**src/rtl/core/skqt_pkg.sv**
```systemverilog
package skqt_pkg;

  localparam int CAPACITY = 64;
  localparam int COUNT_W  = $clog2(CAPACITY + 1);
  localparam int KEY_W    = 32;
  localparam int ID_W     = 32;

  typedef enum logic [1:0] {
    REQ_INSERT      = 2'd0,
    REQ_DELETE      = 2'd1,
    REQ_KEY_SEARCH  = 2'd2,
    REQ_RANK_SEARCH = 2'd3
  } req_t;

  typedef enum logic [1:0] {
    STAT_MATCH = 2'd0,
    STAT_DONE  = 2'd1,
    STAT_DUP   = 2'd2,
    STAT_FULL  = 2'd3
  } status_t;

  typedef enum logic [2:0] {
    ST_IDLE,
    ST_INSERT,
    ST_DELETE,
    ST_SCAN,
    ST_FINISH
  } state_t;

  typedef enum logic [1:0] {
    CELL_HOLD,
    CELL_INSERT,
    CELL_SHIFT,
    CELL_ROTATE
  } cell_op_t;

  typedef struct packed {
    cell_op_t         op;
    logic [KEY_W-1:0] key_in;
    logic [ID_W-1:0]  id_in;
    logic [KEY_W-1:0] lo;
    logic [KEY_W-1:0] hi;
  } cell_ctrl_t;

  typedef struct packed {
    logic lt;
    logic eq;
    logic ge_lo;
    logic le_hi;
  } cell_flags_t;

endpackage

```
**src/rtl/core/skqt_cell.sv**
```systemverilog
module skqt_cell (
  input  logic                      clk,
  input  skqt_pkg::cell_ctrl_t      ctrl,
  input  logic                      valid,
  input  logic                      left_lt,
  input  logic [skqt_pkg::KEY_W-1:0] left_key,
  input  logic [skqt_pkg::ID_W-1:0]  left_id,
  input  logic [skqt_pkg::KEY_W-1:0] right_key,
  input  logic [skqt_pkg::ID_W-1:0]  right_id,
  output logic [skqt_pkg::KEY_W-1:0] key,
  output logic [skqt_pkg::ID_W-1:0]  id,
  output skqt_pkg::cell_flags_t     flags
);

  logic [skqt_pkg::KEY_W-1:0] key_next;
  logic [skqt_pkg::ID_W-1:0]  id_next;

  always_comb begin
    flags.lt    = valid && (key < ctrl.key_in);
    flags.eq    = valid && (key == ctrl.key_in);
    flags.ge_lo = key >= ctrl.lo;
    flags.le_hi = key <= ctrl.hi;
  end

  always_comb begin
    key_next = key;
    id_next  = id;
    case (ctrl.op)
      skqt_pkg::CELL_INSERT: begin
        if (!flags.lt) begin
          if (left_lt) begin
            key_next = ctrl.key_in;
            id_next  = ctrl.id_in;
          end else begin
            key_next = left_key;
            id_next  = left_id;
          end
        end
      end
      skqt_pkg::CELL_SHIFT: begin
        // at or past the start of the deleted run
        if (flags.ge_lo) begin
          key_next = right_key;
          id_next  = right_id;
        end
      end
      skqt_pkg::CELL_ROTATE: begin
        key_next = right_key;
        id_next  = right_id;
      end
      default: begin
        key_next = key;
        id_next  = id;
      end
    endcase
  end

  always_ff @(posedge clk) begin
    key <= key_next;
    id  <= id_next;
  end

endmodule

```
**config.mk**
```make
export PLATFORM = sky130hd
export DESIGN_NAME = skqt_cell
export DESIGN_NICKNAME = d
export VERILOG_FILES = /design/src/rtl/core/skqt_pkg.sv /design/src/rtl/core/skqt_cell.sv
export SDC_FILE = /design/constraint.sdc
export NUM_CORES = 1
export LEC_CHECK = 0
export ABC_AREA = 1
export BUFFER_PORTS_ARGS = -buffer_cell sky130_fd_sc_hd__buf_2
export CAP_MARGIN = 20
export CORE_ASPECT_RATIO = 0.7
export CORE_MARGIN = 8
export CORE_UTILIZATION = 49
export CTS_CLUSTER_SIZE = 20
export DETAILED_ROUTE_END_ITERATION = 8
export PLACE_DENSITY_LB_ADDON = 0.25
export SLEW_MARGIN = 20
export SYNTH_ARGS = -nofsm -noshare
export SYNTH_HDL_FRONTEND = slang
export SYNTH_SLANG_ARGS = --single-unit
```
**constraint.sdc**
```tcl
create_clock -name clk -period 6.8 [get_ports clk]
set_input_delay 0.34 -clock clk [delete_from_list [all_inputs] [get_ports clk]]
set_output_delay 0.34 -clock clk [all_outputs]
set_load 0.05 [all_outputs]
```
==> results by stage, run 1 <==
Run status:
- The run finished with clean final reports.

Drt:
- The remaining antenna violation count after routing is 0.
- The DRC violation total after the first TritonRoute iteration is 333.
- Before antenna repair, the detailed router went through 6 iterations.
- Using the TritonRoute via totals, the vias-per-cell ratio works out to 4.94.
- The detailed-route DRC error count is 0.
- Wires add up to 19400 um.
- In the final routed layout, each cell accounts on average for 15.6 um.
- For this block, the via count after detailed routing is 6126.

Power:
- For this design the ratio of total power to cell area is 207 nW/um^2.
- In this run, the clock network consumes 28.6% of the power.
- For this design the total switching power over the nets is 0.000629 W.
- The sequential power share is 33.2%.
- The share of total power consumed by net switching is 38.9%.
- The fraction of power consumed by combinational cells is 38.2%.
- The internal portion of the total power is 0.000986 W.
- The static leakage is 4.34 nW.
- The worst ir drop on vdd is 140 uV.

Final layout:
- The library cell used most frequently in the layout, excluding fill and tap cells, is sky130_fd_sc_hd__buf_2.
- The relative area change from synthesis to final layout is 35.1%.
- For this run, the number of standard cells in the final layout without fillers is 1241.
- The number of antenna diodes in the final layout is 0.
- The top cell types in the final layout, fill and taps aside, are sky130_fd_sc_hd__buf_2, sky130_fd_sc_hd__nand2_1, sky130_fd_sc_hd__inv_1.
- The final net count is 1436.
- The proportion of layout cells with a drive suffix above 1 is 32.8%.
- For this run, the share of the core covered by cells in the final layout is 67.1%.
- Counting the fill cells in the layout gives 1039.

Worst setup path:
- The worst register-to-register path ends at key[30].
- STA puts the critical path data required time at 6.46 ns.
- The worst endpoint data arrival time is 2.43 ns.
- STA classifies the critical path startpoint as a register.
- The startpoint identified for the worst register-to-register timing path is key[30].
- The worst register-to-register path has a setup slack of 4.15 ns.
- Along the worst path, the maximum fanout reaches 4.
- The classification of the worst setup path is reg -> out.
- The capturing element type of the critical path is an output pin.
- The number of cell instances on the worst register-to-register path is 8.

STA:
- The number of pins exceeding their max-slew limit in the final report is 0.
- The number of hold violations in the final report is 0.
- The worst-case headroom to the max-slew limit is 32.9%.
- The routed design could run at a clock period as short as 2.77 ns.
- The slew at the pin closest to its max-slew limit is 1.01 ns.
- The sum of negative setup slack is 0 ns.
- Setup violations remaining at the end of the flow were counted as 0.
- Setup repair after global routing left no endpoint under its margin.
- The final critical path takes up 40.7% of the cycle.
- For this run, the top clock speed supported by timing is 361 MHz.
- On the final layout, the worst clock skew is 0.00625 ns.

Synth:
- The net count of the mapped netlist is 1122.
- Synthesis inferred 64 register bits.
- The most frequently used flop master after synthesis is sky130_fd_sc_hd__edfxtp_1.
- The count of distinct cell types in the synthesized netlist is 28.
- In this run, synthesis inferred 64 flip-flops with an integrated enable.
- A synthesized cell averages 7.53 um^2.
- The sequential cell area fraction in the yosys report is 33.4%.
- For this run, the number of Yosys warnings is 0.
- In the synthesized netlist, the number of instances is 765.
- The cell area after synthesis is 5760 um^2.
- After synthesis, the share of flip-flops with an asynchronous set or reset is 0%.

Clock network:
- The post-CTS setup buffer count is 0.
- After clock tree synthesis, the clock-pin slew on the worst setup and hold paths is 0.06 ns.
- The H-tree generated during clock tree synthesis spans 3 levels.
- Clock tree synthesis inserted a total of 9 buffers.
- The count of cells resized by post-cts repair is 0.
- After clock tree synthesis, the flow added hold-fix buffers numbering 0.
- The insertion delay of the later-clocked pin in the worst-skew pair is 0.33 ns.
- Counting along the longest clock path gives a buffer depth of 2.
- The tree is rooted in a sky130_fd_sc_hd__clkbuf_16.
- The CTS tree is done.
- The clock drives 64 sinks.

Die:
- 329 I/O pins were placed.
- The die extent in x is 146 um.
- Row generation in the floorplan step produced 33 rows.
- The die outline area is 15500 um^2.
- The floorplan core area is 11600 um^2.
- Once the floorplan was initialized, standard cells occupied 49.7% of the core.
- The die span in y is 107 um.

Worst hold path:
- The worst hold path was traced through 3 stages.
- For hold timing, the worst endpoint is key[22].
- In this run the most critical hold path is launched from right_key[22].
- The class of the worst hold path is in -> reg.

Global routing:
- In the global route stage, overall resource usage came out at 24.2%.
- After global routing the overflow that remains totals 0.
- The first-pass GRT wire length is 30800 um.
- The initial antenna violation count is 0.
- Entering global routing, the biggest net connects 97 pins.
- The via count of the first global-routing pass came to 6091.

Placed design:
- The global placer's final weighted congestion is 0.908.
- Input and output buffers added on the ports amount to 328.
- The final HPWL from detailed placement is 15900 um.
- The number of cells in the design after placement is 1225.

Job:
- The tool flagged a number of max-cap violations equal to 0.
-- layer usage --
layer / track usage [%] / share of wire, % / vias up
met5: 0 / 0 / -
met4: 4.66 / 1.1 / 0
met3: 7.19 / 8.5 / 24
met2: 41.6 / 48 / 260
met1: 30.0 / 43 / 2664
li1: - / - / 3178
-- critical path, cell delays in order (launching register included) --
cell and delay, ns:
sky130_fd_sc_hd__edfxtp_1 0.44, sky130_fd_sc_hd__ha_1 0.33, sky130_fd_sc_hd__nand2_1 0.10, sky130_fd_sc_hd__nor2_1 0.14
sky130_fd_sc_hd__nand4_1 0.11, sky130_fd_sc_hd__nor3_1 0.49, sky130_fd_sc_hd__nand3_1 0.13, sky130_fd_sc_hd__nand2_1 0.09
sky130_fd_sc_hd__buf_2 0.26
-- kinds of logic after synthesis --
logic type,after synthesis,synth area share (%)
and+or+nand+nor,270,19.1
adders and majority gates,96,20.8
AOI/OAI and AO/OA,187,16.5
DFF,64,33.4
buffers and inverters,148,10.2
-- metrics by stage --
step / total power, W / hold slack [ns] / setup slack, ns / instance area (um^2)
after global placement: 0.00115 / 0.629 / 3.81 / 7490
after detailed placement: 0.00116 / 0.628 / 3.80 / 7490
after CTS: 0.00162 / 0.284 / 4.06 / 7780
after floorplan: 0.000958 / 0.538 / 3.80 / 5760
final: 0.00161 / 0.294 / 4.03 / 7780
after global routing: 0.00171 / 0.304 / 3.90 / 7780
-- final cells by class --
| class | instances | area [um^2] | area share [%] |
|---|---|---|---|
| well taps | 157 | 196 | 2.52 |
| multi-input cells | 553 | 3260 | 41.9 |
| repair buffers | 329 | 1650 | 21.2 |
| clock buffers | 9 | 225 | 2.89 |
| flip-flops and latches | 64 | 1920 | 24.7 |
| inverters | 122 | 458 | 5.88 |
| clock inverters | 7 | 71.3 | 0.916 |
-- how the worst max path moves through the flow --
| stage | startpoint | to | slack (ns) | depth (start not counted) |
|---|---|---|---|---|
| final | key[23] | flags[0] | 4.03 | 8 |
| after CTS | key[23] | flags[0] | 4.06 | 8 |
| after floorplan | key[31] | id[0] | 3.80 | 9 |
| after detailed placement | ctrl[129] | key[25] | 3.80 | 5 |
| after global routing | key[30] | id[20] | 3.90 | 8 |
| after global placement | ctrl[129] | key[28] | 3.81 | 5 |
-- cell usage after synthesis (2+ instances only) --
library cell | count | area, um^2
sky130_fd_sc_hd__nand2_1 | 184 | 691
sky130_fd_sc_hd__inv_1 | 117 | 439
sky130_fd_sc_hd__a21oi_1 | 110 | 551
sky130_fd_sc_hd__ha_1 | 96 | 1200
sky130_fd_sc_hd__edfxtp_1 | 64 | 1920
sky130_fd_sc_hd__o21ai_1 | 53 | 265
sky130_fd_sc_hd__nor2_1 | 52 | 195
sky130_fd_sc_hd__o21ai_0 | 17 | 85.1
sky130_fd_sc_hd__clkbuf_1 | 12 | 45.0
sky130_fd_sc_hd__buf_2 | 9 | 45.0
sky130_fd_sc_hd__nand3_1 | 9 | 45.0
sky130_fd_sc_hd__nand4_1 | 7 | 43.8
sky130_fd_sc_hd__buf_4 | 5 | 37.5
sky130_fd_sc_hd__inv_2 | 4 | 15.0
sky130_fd_sc_hd__nor3_1 | 4 | 20.0
sky130_fd_sc_hd__a21o_1 | 3 | 22.5
sky130_fd_sc_hd__nor3_2 | 3 | 30.0
sky130_fd_sc_hd__and3_1 | 2 | 12.5
sky130_fd_sc_hd__nand2_2 | 2 | 12.5
sky130_fd_sc_hd__nand3b_1 | 2 | 15.0
sky130_fd_sc_hd__nor2_2 | 2 | 12.5
sky130_fd_sc_hd__o21a_1 | 2 | 15.0
-- power by group through the flow --
stage	registers [W]	logic [W]	clock network, W
after floorplan	0.000699	0.000259	0
after global placement	0.000542	0.000607	0
after detailed placement	0.000544	0.000616	0
after CTS	0.000536	0.000619	0.000467
after global routing	0.000542	0.000686	0.000483
final	0.000537	0.000616	0.000461
-- state kept, by name (all words and copies together), names as in the netlist --
| signal | flops |
|---|---|
| id | 32 |
| key | 32 |
(Power assumes the default switching activity.)
==> run 2: changes to the inputs <==
--- a/config.mk
+++ b/config.mk
@@ -10,7 +10,7 @@
 export CAP_MARGIN = 20
 export CORE_ASPECT_RATIO = 0.7
 export CORE_MARGIN = 8
-export CORE_UTILIZATION = 49
+export CORE_UTILIZATION = 45
 export CTS_CLUSTER_SIZE = 20
 export DETAILED_ROUTE_END_ITERATION = 8
 export PLACE_DENSITY_LB_ADDON = 0.25
==> constraint.sdc (replaced) <==
create_clock -name clk -period 2.7 [get_ports clk]
set_input_delay 0.135 -clock clk [delete_from_list [all_inputs] [get_ports clk]]
set_output_delay 0.135 -clock clk [all_outputs]
set_load 0.05 [all_outputs]
==> run 2 against run 1 <==
  * Clock skew down 0.00089 ns
  * Critical path depth is the same
  * First-iteration DRC count is 10% higher
  * Sequential power grew 150%
  * Total power grew to 2.5 times the previous value
  * Critical endpoint unchanged
  * Die area increased by 7.7%
  * Cell area rose by 0.82%
  * Sequential share of layout area is 0.20 points lower
  * Count of clock-buffer cells in the layout up 1
  * Combinational power rose to 2.6 times the previous value
  * Non-clock buffer count up 4
  * Routed wire length grew 3.6%
==> results by stage, run 2 (same netlist as run 1, synthesis figures left out) <==
Global routing:
- The initial antenna violation count is 1.
- The first global-routing pass estimated 31200 um of wire.
- The total grt overflow is 0.
- Global routing used 23.3% of the available tracks across all layers.
- The pin count of the biggest net entering global routing is 60.
- The via count of the first global-routing pass came to 6223.

Final layout:
- In the final layout, the registers with the most flip-flops are id: 32 flops, key: 32 flops.
- The library cells used most frequently in the layout, excluding fill and tap cells, are sky130_fd_sc_hd__buf_2, sky130_fd_sc_hd__nand2_1, sky130_fd_sc_hd__inv_1.
- The commonest non-fill, non-tap cell in the layout is sky130_fd_sc_hd__buf_2.
- The final net count is 1440.
- Of the cells placed in the final design, the portion with a size suffix greater than 1 is 33.1%.
- The area growth from synthesis to layout is 36.2%.

Worst setup path:
- Traced cell by cell, the critical path runs through ha_1 -> a21oi_1 -> a21oi_1 -> or2_1 -> a21oi_1 -> nand2_1 -> nand2_1 -> buf_2.
- The worst endpoint data arrival time is 2.40 ns.
- STA classifies the critical path endpoint as an output pin.
- The count of buffering cells on the critical path with inverters included is 1.
- The launch point of the worst reg-to-reg path is key[31].
- Among the stages of the critical path, the cell type that occurs most often is sky130_fd_sc_hd__a21oi_1.
- The cell with the largest stage delay on the worst path is sky130_fd_sc_hd__edfxtp_1.
- The startpoint kind of the worst setup timing path is a register.
- For the worst setup path, the data required time is 2.57 ns.
- The critical path is of the reg -> out type.
- The cell family contributing the most delay on the critical path is compound AO/OA/AOI/OAI gates.
- The worst stage delay on the critical path is 0.45 ns.
- The highest net fanout along the worst path is 4.
- Tracing the worst setup path back leads to its startpoint at key[27].

Die:
- 329 I/O pins were placed.
- The floorplan row count is 34.
- The floorplan core area is 12500 um^2.
- The die extent in x is 151 um.
- The die span in y is 111 um.
- The starting density of the core is 46.2%.
- The die covers 16700 um^2.

Drt:
- The DRC violation total after the first TritonRoute iteration is 367.
- The remaining antenna violation count after routing is 0.
- The average via count per standard cell is 4.89.
- For this block, the routed nets add up to 20100 um of wire.
- The routed length per placed instance is 16.0 um.
- In the routed design, unresolved DRC markers number 0.
- The detailed router placed 6122 vias in this run.
- The first detailed-routing pass took 5 iterations.

STA:
- The sum of negative setup slack is 0 ns.
- After layout, the worst path uses 93.8% of the clock period.
- The maximum frequency from static timing analysis is 395 MHz.
- The number of pins exceeding their max-slew limit in the final report is 0.
- The minimum clock period after layout is 2.53 ns.
- Setup repair after global routing left no endpoint under its margin.
- The worst-case clock skew is 0.00536 ns.
- The number of hold violations in the final report was 0.
- For the pin with the worst max-slew slack, the measured transition is 0.619 ns.
- Across all hold checks on the routed design, the worst slack comes to 0.0939 ns.
- The worst-case headroom to the max-slew limit is 58.7%.
- Setup violations remaining at the end of the flow were counted as 0.

Clock network:
- The insertion delay of the later-clocked pin in the worst-skew pair is 0.32 ns.
- The H-tree was split into 3 levels.
- Counting every sink on the clock net gives 64.
- Counting along the longest clock path gives a buffer depth of 2.
- The clock transition at the registers of the reported paths is 0.05 ns.
- The number of clock buffers inserted by TritonCTS is 9.
- Once the clock tree was built, the setup fixing pass inserted 0 buffers.
- TritonCTS built the clock tree.
- The buffer cell driving the clock tree root is sky130_fd_sc_hd__clkbuf_16.

Placed design:
- The final HPWL from detailed placement is 17000 um.
- During placement, the flow inserted port buffers numbering 328.
- Routability-driven placement finished with a final weighted congestion of 0.889.

Worst hold path:
- The class of the worst hold path is in -> reg.
- In this run the most critical hold path is launched from right_key[28].

Power:
- The overall power after layout is 0.00407 W.
- The static leakage is 4.37 nW.
- The power density over the cells is 519 nW/um^2.
- Across the VDD grid, the largest voltage drop is 338 uV.

Run status:
- The flow ran to the end, and the final reports show no timing, DRC or antenna violations.

Job:
- The max-cap check violation count is 0.
[run 2: worst paths after layout]
| path | to | slack [ns] | cells past startpoint |
|---|---|---|---|
| worst max-delay path | flags[0] | 0.17 | 8 |
| worst min register to register | key[18] | 1.36 | 7 |
| worst max register to register | id[23] | 0.35 | 9 |
| worst min-delay path | key[28] | 0.09 | 3 |
[run 2: worst reg2reg max path: stages (launching register included)]
cell and delay, ns:
sky130_fd_sc_hd__edfxtp_1 0.44, sky130_fd_sc_hd__ha_1 0.35, sky130_fd_sc_hd__nand4_1 0.15, sky130_fd_sc_hd__nor3_2 0.16, sky130_fd_sc_hd__and3_1 0.23, sky130_fd_sc_hd__nand2_1 0.08
sky130_fd_sc_hd__nand3_1 0.06, sky130_fd_sc_hd__nand2_1 0.09, sky130_fd_sc_hd__nand2_4 0.26, sky130_fd_sc_hd__buf_4 0.24
[run 2: stage by stage]
stage / worst slack, ns / utilization, % / cells / instance area (um^2)
after floorplan: 0.0148 / - / 765 / 5770
after global placement: 0.371 / 60.6 / 1234 / 7550
after detailed placement: 0.337 / 60.6 / 1234 / 7550
after CTS: 0.134 / 62.9 / 1250 / 7840
after global routing: 0.100 / 63.0 / 1251 / 7850
final: 0.167 / 63.0 / 1251 / 7850
[run 2: final cells by class]
type | count | area (um^2)
multi-input cells | 553 | 3260
well taps | 162 | 203
clock buffers | 10 | 229
fillers | 1176 | 4620
flip-flops and latches | 64 | 1920
repair buffers | 333 | 1710
clock inverters | 6 | 60.1
diodes | 1 | 2.50
inverters | 122 | 458
[run 2: report_power, final]
part / internal, W / switching (W) / leakage (nW)
clock network: 0.000709 / 0.000425 / 0.140
logic: 0.000527 / 0.00107 / 3.60
registers: 0.00126 / 0.0000838 / 0.630
total: 0.00249 / 0.00158 / 4.37
[run 2: timing repair]
| item | CTS | global route |
|---|---|---|
| resized for setup | 0 | 1 |
| hold buffers | 0 | 0 |
| endpoints found under the setup margin | 0 | 1 |
| endpoints found under the hold margin | 0 | 0 |
[run 2: layer usage]
metal	share of wire, %	vias up	track usage (%)	wire [um]
met1	41	2659	28.5	8330
met4	1.1	0	5.06	219
met2	47	256	39.2	9500
met5	0	-	0	0
met3	10	18	7.22	2020
li1	-	3189	-	-
==> run 3: changes to the inputs <==
==> constraint.sdc (replaced) <==
create_clock -name clk -period 2.7 [get_ports clk]
set_input_delay 0.27 -clock clk [delete_from_list [all_inputs] [get_ports clk]]
set_output_delay 0.27 -clock clk [all_outputs]
set_load 0.05 [all_outputs]
==> run 3 against run 2 <==
  * Core utilization grew 0.65 points
  * Sequential cell count is the same
  * Critical path depth grew 2
  * Largest cell class unchanged
  * Register-to-register slack is essentially flat
  * Clock skew grew 0.0023 ns
==> results by stage, run 3 (same netlist as run 1, synthesis figures left out) <==
Final layout:
- The finished layout holds 1252 standard cells, fillers aside.
- The proportion of layout cells with a drive suffix above 1 is 33.3%.
- Counting the fill cells in the layout gives 1168.
- The library cells used most frequently in the layout, excluding fill and tap cells, are sky130_fd_sc_hd__buf_2, sky130_fd_sc_hd__nand2_1, sky130_fd_sc_hd__inv_1.
- The area of the multi-input gates is 3260 um^2.
- For this run, the share of the core covered by cells in the final layout is 63.6%.
- The library cell used most frequently in the layout, excluding fill and tap cells, is sky130_fd_sc_hd__buf_2.
- The net count of the finished layout is 1442.
- The largest registers in the layout are id: 32 flops, key: 32 flops.
- From synthesis to final layout, the design area changed by 37.6%.
- The repair_antennas step left the layout with diodes totalling 0.
- After routing the design area is 7930 um^2.
- In the final layout, flip-flops and latches occupy 1920 um^2.

Clock network:
- The number of buffers inserted for hold repair after clock tree synthesis is 0.
- The number of clock buffers added by TritonCTS is 9.
- The clock transition at the registers of the reported paths is 0.06 ns.
- The tree is rooted in a sky130_fd_sc_hd__clkbuf_16.
- Buffers added to address setup during post-CTS repair amount to 0.
- In this run the deepest clock path goes through 2 buffers.
- Clock latency on the worst-skew pair, taken at its later pin, is 0.33 ns.
- TritonCTS built the clock tree.
- In this run the number of H-tree levels came out at 3.
- The clock sink count is 64.
- The count of cells resized by post-cts repair is 0.

Power:
- Across the VDD grid, the largest voltage drop is 354 uV.
- The power density over the cells is 541 nW/um^2.
- The sequential power share is 31.4%.
- The internal portion of total power is 0.00269 W.
- The clock network is responsible for 31.4% of the overall power.
- The share of total power consumed by net switching is 37.2%.
- For this design the total switching power over the nets is 0.00160 W.
- The static leakage is 4.41 nW.
- The fraction of power consumed by combinational cells is 37.3%.

Worst hold path:
- In this run the worst hold path is classified as in -> reg.
- The path with the worst hold slack has its endpoint at key[22].
- The number of instances on the worst hold path is 3.
- The worst hold path begins at right_key[22].

Drt:
- The first routing iteration left 348 violations.
- In the routed design, unresolved DRC markers number 0.
- The via total after detailed routing is 6181.
- After detailed routing, the number of vias per cell comes to 4.94.
- The remaining antenna violation count after routing is 0.
- Summed over all layers, the routed wires come to 20300 um.
- The number of detailed-routing iterations run before antenna repair is 5.
- The routed length per placed instance is 16.2 um.

Die:
- The region available for standard cell placement spans 12500 um^2.
- The floorplan has 34 rows.
- The die outline area is 16700 um^2.
- From bottom edge to top edge, the die measures 111 um.
- During I/O placement, the number of pins put on the boundary was 329.
- The die extent in x is 151 um.
- The starting density of the core is 46.2%.

STA:
- Setup violations remaining at the end of the flow were counted as 0.
- The minimum clock period after layout is 2.49 ns.
- The worst-case headroom to the max-slew limit is 61.2%.
- The sum of negative setup slack is 0 ns.
- The number of pins exceeding their max-slew limit in the final report is 0.
- At the pin with the least slew margin, the transition time is 0.581 ns.
- The tightest hold margin is 0.221 ns.
- The clock arrives with 0.00761 ns of skew.
- Setup repair after global routing left no endpoint under its margin.
- The final cycle utilization of the critical path is 92.1%.
- The maximum frequency from static timing analysis is 402 MHz.
- The number of hold violations in the final report was 0.

Worst setup path:
- Setup slack on the worst reg-to-reg path comes out at 0.34 ns.
- The startpoint kind of the worst setup timing path is a register.
- The destination of the worst register-to-register timing path is id[17].
- The highest net fanout along the worst path is 4.
- In this run the critical register-to-register path is launched from key[31].
- The capturing element type of the critical path is an output pin.
- For the worst setup path, the data required time is 2.43 ns.
- The classification of the worst setup path is reg -> out.
- The number of cells on the worst reg-to-reg path is 9.
- The worst endpoint data arrival time is 2.22 ns.

Placed design:
- The final HPWL from detailed placement is 16900 um.
- In this run the cell area measured after placement is 7580 um^2.
- The congestion estimate from routability-driven global placement came to 0.892.
- The number of buffers added on ports is 328.
- The number of cells in the design after placement is 1236.

Global routing:
- The initial antenna violation count is 0.
- The global-route usage over all layers is 23.5%.
- The via count of the first global-routing pass is 6299.
- The total overflow left after global routing is 0.
- The first-pass GRT wire length is 31400 um.
- Entering global routing, the biggest net connects 62 pins.

Job:
- The max-cap check violation count is 0.

Run status:
- The run finished with clean final reports.
run 3: worst max-delay path by stage:
| stage | slack, ns | from | cells past startpoint | to |
|---|---|---|---|---|
| floorplan | 0.01 | key[31] | 9 | id[0] |
| global placement | 0.37 | key[31] | 9 | id[12] |
| detailed placement | 0.33 | key[31] | 9 | id[4] |
| CTS | 0.10 | key[31] | 10 | flags[0] |
| global route | 0.03 | key[21] | 9 | flags[0] |
| finish | 0.21 | key[31] | 10 | flags[0] |
run 3: final cells by class:
cell class / instances / area share (%)
clock buffer: 9 / 2.84
clock inverter: 7 / 1.50
inverter: 122 / 5.78
multi-input combinational: 553 / 41.2
sequential: 64 / 24.2
tap: 162 / 2.56
timing repair buffer: 335 / 21.9
run 3: power groups by stage:
stage	Combinational (W)	Clock (W)	Sequential [W]
after floorplan	0.000653	0	0.00176
after global routing	0.00176	0.00142	0.00136
after CTS	0.00160	0.00136	0.00134
final	0.00160	0.00134	0.00134
after detailed placement	0.00159	0	0.00136
after global placement	0.00157	0	0.00136
run 3: per-stage QoR:
stage               setup slack, ns  total power (W)
floorplan                    0.0148          0.00241
global placement              0.366          0.00293
detailed placement            0.330          0.00296
CTS                           0.101          0.00431
global route                 0.0267          0.00454
finish                        0.213          0.00429
run 3: per-layer routing:
| metal | global-route usage (%) | vias up | part of all wire [%] |
|---|---|---|---|
| met5 | 0 | - | 0 |
| met4 | 6.11 | 0 | 1.7 |
| met3 | 6.65 | 24 | 10 |
| met2 | 40.0 | 260 | 47 |
| met1 | 28.2 | 2705 | 41 |
| li1 | - | 3192 | - |
run 3: critical path, cell delays in order (launching register included):
cell and delay, ns:
sky130_fd_sc_hd__edfxtp_1 0.45, sky130_fd_sc_hd__ha_1 0.32, sky130_fd_sc_hd__nand2_1 0.08, sky130_fd_sc_hd__inv_1 0.04
sky130_fd_sc_hd__nand3_1 0.14, sky130_fd_sc_hd__a21oi_1 0.06, sky130_fd_sc_hd__or2_1 0.22, sky130_fd_sc_hd__a21oi_2 0.20
sky130_fd_sc_hd__nand2_1 0.08, sky130_fd_sc_hd__nand2_1 0.07, sky130_fd_sc_hd__clkbuf_4 0.22
